==> config.mk <==
export PLATFORM = sky130hd
export DESIGN_NAME = apd_row_relax
export DESIGN_NICKNAME = d
export VERILOG_FILES = /design/src/rtl/apd_pkg.sv /design/src/rtl/apd_row_relax.sv
export SDC_FILE = /design/constraint.sdc
export NUM_CORES = 2
export LEC_CHECK = 0
export BUFFER_PORTS_ARGS = -buffer_cell sky130_fd_sc_hd__buf_4
export CELL_PAD_IN_SITES_DETAIL_PLACEMENT = 0
export CELL_PAD_IN_SITES_GLOBAL_PLACEMENT = 1
export CORE_AREA = 2 2 638 640
export DETAILED_ROUTE_END_ITERATION = 10
export DIE_AREA = 0 0 640 642
export GPL_TIMING_DRIVEN = 0
export PLACE_DENSITY_LB_ADDON = 0.1
export SLEW_MARGIN = 40
export SYNTH_ARGS = -nofsm -noshare
export SYNTH_HDL_FRONTEND = slang
export SYNTH_SLANG_ARGS = --single-unit
==> constraint.sdc <==
create_clock -name vclk -period 7.6
set_input_delay 0.76 -clock vclk [all_inputs]
set_output_delay 0.76 -clock vclk [all_outputs]
set_load 0.01 [all_outputs]
==> src/rtl/apd_pkg.sv <==
// Shared types and constants for the all-pairs hop distance block.
// No dependencies; imported by apd_row_relax and all_pairs_hop_distance.
package apd_pkg;

    localparam int NODES_DEF  = 64;
    localparam int NODE_W     = 6;
    localparam int DIST_W     = 8;
    localparam int REQ_W      = 2;
    localparam int CFG_IDX_W  = 1;
    localparam int CFG_DATA_W = 8;
    localparam int NCNT_W     = 7;

    localparam logic [DIST_W-1:0] UNREACH        = 8'd255;
    localparam logic [NCNT_W-1:0] NODE_COUNT_RST = 7'd64;
    localparam logic [DIST_W-1:0] MAX_HOPS_RST   = 8'd1;

    typedef enum logic [REQ_W-1:0] {
        REQ_CLEAR = 2'd0,
        REQ_EDGE  = 2'd1,
        REQ_RELAX = 2'd2,
        REQ_QUERY = 2'd3
    } req_t;

    typedef enum logic [CFG_IDX_W-1:0] {
        CFG_NODE_COUNT = 1'b0,
        CFG_MAX_HOPS   = 1'b1
    } cfg_idx_t;

endpackage

==> src/rtl/apd_row_relax.sv <==
// One relaxation step over a whole matrix row: min(cur, left + pivot) per lane.
// Depends on apd_pkg for distance width and the unreachable code.
module apd_row_relax #(
    parameter int NODES = apd_pkg::NODES_DEF
) (
    input  logic [NODES-1:0][apd_pkg::DIST_W-1:0] pivot_row,
    input  logic [NODES-1:0][apd_pkg::DIST_W-1:0] cur_row,
    input  logic [apd_pkg::DIST_W-1:0]            left,
    input  logic [$clog2(NODES+1)-1:0]            n,
    output logic [NODES-1:0][apd_pkg::DIST_W-1:0] new_row,
    output logic [NODES-1:0]                      lane_en
);
    import apd_pkg::*;

    localparam int CNT_W = $clog2(NODES+1);

    for (genvar j = 0; j < NODES; j++) begin : g_lane
        logic [DIST_W:0]   sum;
        logic [DIST_W-1:0] sat;

        assign sum = {1'b0, left} + {1'b0, pivot_row[j]};
        // saturate at the unreachable code
        assign sat = sum[DIST_W] ? UNREACH : sum[DIST_W-1:0];
        assign new_row[j] = sat;
        assign lane_en[j] = (CNT_W'(j) < n) && (sat < cur_row[j]);
    end

endmodule

### Yosys cells after proc, flatten, opt, wreduce, memory -nomap -nowiden

Cells that the tools add are included.
Widths: inputs -> output; s select.

* bits in writable memories: 0
* register bits after elaboration: 0
* memory bits (read-only): 0
* memories kept: 0
* output and inout port bits: 576
* word-level logic and storage cells: 320
* bits of input ports: 1039
* latch bits: 0

* divide/modulo/power cells: 0
* muxes and demuxes: 64
* shifts and indexed selects: 0
* bitwise gates (word level): 0
* add/sub/neg operators: 64
* reductions and logical operators: 64
* order comparisons: 128
* multipliers: 0
* equal/unequal tests: 0

Operator list (number)
* $add 8x8->9: 64
* $lt 8x8->1: 64
* $mux 8: 64
* $lt 6x7->1 const A: 32
* $lt 5x7->1 const A: 16
* $logic_and 1x1->1: 64
* $lt 4x7->1 const A: 8
* $lt 3x7->1 const A: 4
* $lt 1x7->1 const A: 2
* $lt 2x7->1 const A: 2

### Longest topological paths before layout

* word-level depth: 4
* depth in mapped cells: 15
* depth with buffers taken out: 15

### Worst setup path before layout

Ideal clock, no wire load.

* path type: input -> output
* from: input pivot_row[368] (netlist name)
* to: output lane_en[46]
* stages on the path: 14
* arrival: 3.926 ns
* path slack: 2.914 ns
* required time: 6.840 ns
* buffers on the path: 0
* cell sequence: ha_1 fa_1 a211oi_1 nor2_1 o21a_1 nor2_1 a21oi_1 o21bai_1 ha_1 a2111oi_0 a21oi_1 a2111oi_0 nand3b_1 o21ai_0

RTL lines
* start: declaration: line apd_row_relax.sv:6 `input logic [NODES-1:0][apd_pkg::DIST_W-1:0] pivot_row,`
* end: declaration: line apd_row_relax.sv:11 `output logic [NODES-1:0] lane_en`

### Worst setup path after layout

* from: input left[1] (netlist name)
* to: output lane_en[31]

* word-level cells in the longest chain between the ends: 4

RTL lines
* start: declaration: line apd_row_relax.sv:8 `input logic [apd_pkg::DIST_W-1:0] left,`
* $add 8x8->9: line apd_row_relax.sv:21 `assign sum = {1'b0, left} + {1'b0, pivot_row[j]};`
* $mux 8: line apd_row_relax.sv:23 `assign sat = sum[DIST_W] ? UNREACH : sum[DIST_W-1:0];`
* $lt 8x8->1: line apd_row_relax.sv:25 `assign lane_en[j] = (CNT_W'(j) < n) && (sat < cur_row[j]);`
* $logic_and 1x1->1: line apd_row_relax.sv:25

No other way between the ends.

==> run_results.csv <==
group,metric,value,unit
global_route,grt_use_total,14.32,%
floorplanning,start_util,8.134,%
finish,seq_cell_count,0,
global_route,antenna_found_initial,173,
logic_synthesis,syn_nets,6514,
timing,final.setup.tns,0,ns
timing,drv_slew,0,
floorplanning,die_h,642,um
timing,hold_viol,0,
place,place.port_buffers,1613,
clock_network,holdBufCountCts,0,
finish,regArea,0,sq um
worst_setup_path,arrival,5.71,ns
logic_synthesis,synth_seq_area_share,0,%
floorplanning,core,404300,sq um
drt,drt-vias-per-instance,3.451,
finish,finish.utilization,13.12,%
power_and_ir_drop,switchingPower,3348,uW
run,max-cap-violations,0,
power_and_ir_drop,intPower,2450,uW
power_and_ir_drop,vdd_ir_drop_max,0.06177,mV
global_route,grt_pass1_vias,42310,
hold_path,hp-class,"in -> out",
global_route,grt_pass1_wl,399.5,mm
timing,min_period_over_period,85.12,%
timing,relSlewSlack,36.82,%
floorplanning,ios,1615,
drt,routed_wl,307.4,mm
logic_synthesis,yosysMostFrequentCell,"ha_1",
logic_synthesis,postSynthCellCount,4451,
worst_setup_path,crit_path_max_fanout,36,
timing,whs,1.887,ns
logic_synthesis,yosys-top-cells-area,"ha_1 (37%), inv_1 (6.1%), nand2_1 (5.0%)",
drt,ant_nets,0,
worst_setup_path,cp-end-kind,"primary output",
place,placed_area,52960,sq um
logic_synthesis,yosysWarnings,0,
status,status,"finished clean",
power_and_ir_drop,pwr-share-clk,0,%
drt,vias,39910,
power_and_ir_drop,leakagePower,0.02552,uW
global_route,grt-ovfl-total,0,
timing,fmax,154.6,MHz
power_and_ir_drop,p_comb_share,100.0,%
logic_synthesis,synth_common_cells,"ha_1 (960), inv_1 (531), nand2_1 (435)",
finish,fin_cells,11560,
logic_synthesis,syn_area_per_cell,7.389,sq um
logic_synthesis,ys_types,76,
finish,area_delta_synth_final,61.34,%
floorplanning,dieArea,410900,sq um
clock_network,ctsResizeCount,0,
power_and_ir_drop,swShare,57.75,%
logic_synthesis,synth_top_cell_by_area,"ha_1",
place,post-dp-hpwl,282.9,mm
place,placed_cells,11530,
timing,setup_viol,0,
worst_setup_path,start_kind,"input pin",
timing,finalCriticalPeriod,6.469,ns
worst_setup_path,cp.required,6.84,ns
place,gp_congestion,0.8208,
finish,drive_gt1_share,28.76,%
timing,tightest_slew,0.9378,ns
power_and_ir_drop,p_per_area,109.3,nW/um^2
global_route,grt_max_degree,37,
drt,firstDrtPassIters,4,
floorplanning,fp-row-count,234,
logic_synthesis,netlist_area,32890,sq um
finish,clkbuf_count,0,
logic_synthesis,synth_top_area_share,36.52,%
floorplanning,die_x,640,um
timing,grt_setup_unrepaired,"no",
finish,postLayoutCellArea,53060,sq um
power_and_ir_drop,seq_power_share,0,%
drt,drt_iter0_drc,1621,
drt,drc,0,
worst_setup_path,worstSetupPathType,"in -> out",
clock_network,cts_setup_buffers,0,
finish,fin_nets,8171,
drt,wl_per_cell,26.58,um
==> per-stage QoR <==
step / power, uW / setup slack (ns)
5_1_grt: 6442 / 0.7495
4_1_cts: 5981 / 1.025
6_report: 5798 / 1.131
2_1_floorplan: 2839 / 2.914
3_3_place_gp: 5909 / -0.7700
3_5_place_dp: 5943 / 1.028
==> worst max-delay path, stage by stage <==
cell       delay, ns
buf_8           0.16
buf_16          0.22
buf_16          0.20
buf_16          0.25
fa_1            0.53
a211oi_1        0.34
o21bai_1        0.14
a21oi_1         0.30
o21bai_1        0.10
a21oi_1         0.56
nand2_1         0.39
ha_1            0.42
a21o_1          0.19
a211o_1         0.32
nor3_1          0.18
o2bb2ai_1       0.24
buf_4           0.20
==> power groups by stage <==
stage / clock, uW / combinational, uW / sequential [uW]
after floorplan: 0 / 2840 / 0
after global placement: 0 / 5910 / 0
after detailed placement: 0 / 5940 / 0
after CTS: 0 / 5980 / 0
after global routing: 0.000236 / 6440 / 0
final: 0.000421 / 5800 / 0
==> cells by family (layout without fill, tap and decap cells) <==
kind of cell	count (synthesis)	count (layout)	synth area share, %
AO/OA/AOI/OAI	1335	1335	27.42
XOR/XNOR	271	271	7.217
adder cells (fa/ha/maj)	1024	1024	40.42
buffers and inverters	549	2204	6.293
multiplexers	9	9	0.2739
other	0	30	0
AND/OR/NAND/NOR	1263	1263	18.38
==> cell usage in the layout (no fill, tap or decap), types with 83 or more instances in the layout <==
cell type and instances:
xnor2_1 142, o21a_1 97, a211oi_1 132, nand2b_1 180, nand2_1 434, ha_1 960
a21oi_1 254, o21ai_0 292, xor2_1 129, nor2_1 292, buf_4 1609, a21o_1 165
inv_1 531, nor2b_1 83
==> per-layer routing <==
layer,track usage (%),vias to the layer above,share of wire [%]
met5,0,-,0.15
met4,1.412,72,1.1
met3,2.944,272,5.3
met2,28.00,1119,54
met1,16.16,18940,40
li1,-,19510,-
==> area by class of cell <==
type | count | area (sq um)
Tap cell | 5428 | 6792
Inverter | 531 | 1993
Antenna cell | 30 | 75.07
Timing Repair Buffer | 1655 | 13070
Fill cell | 46980 | 351300
Buffer | 18 | 86.33
Multi-Input combinational cell | 3902 | 31050
==> worst paths after layout <==
kind	startpoint	to	slack, ns	depth (start not counted)
worst max-delay path	left[1]	lane_en[31]	1.13	17
worst min-delay path	cur_row[440]	lane_en[55]	1.89	4
No activity file was read; power rests on OpenSTA's default activity.
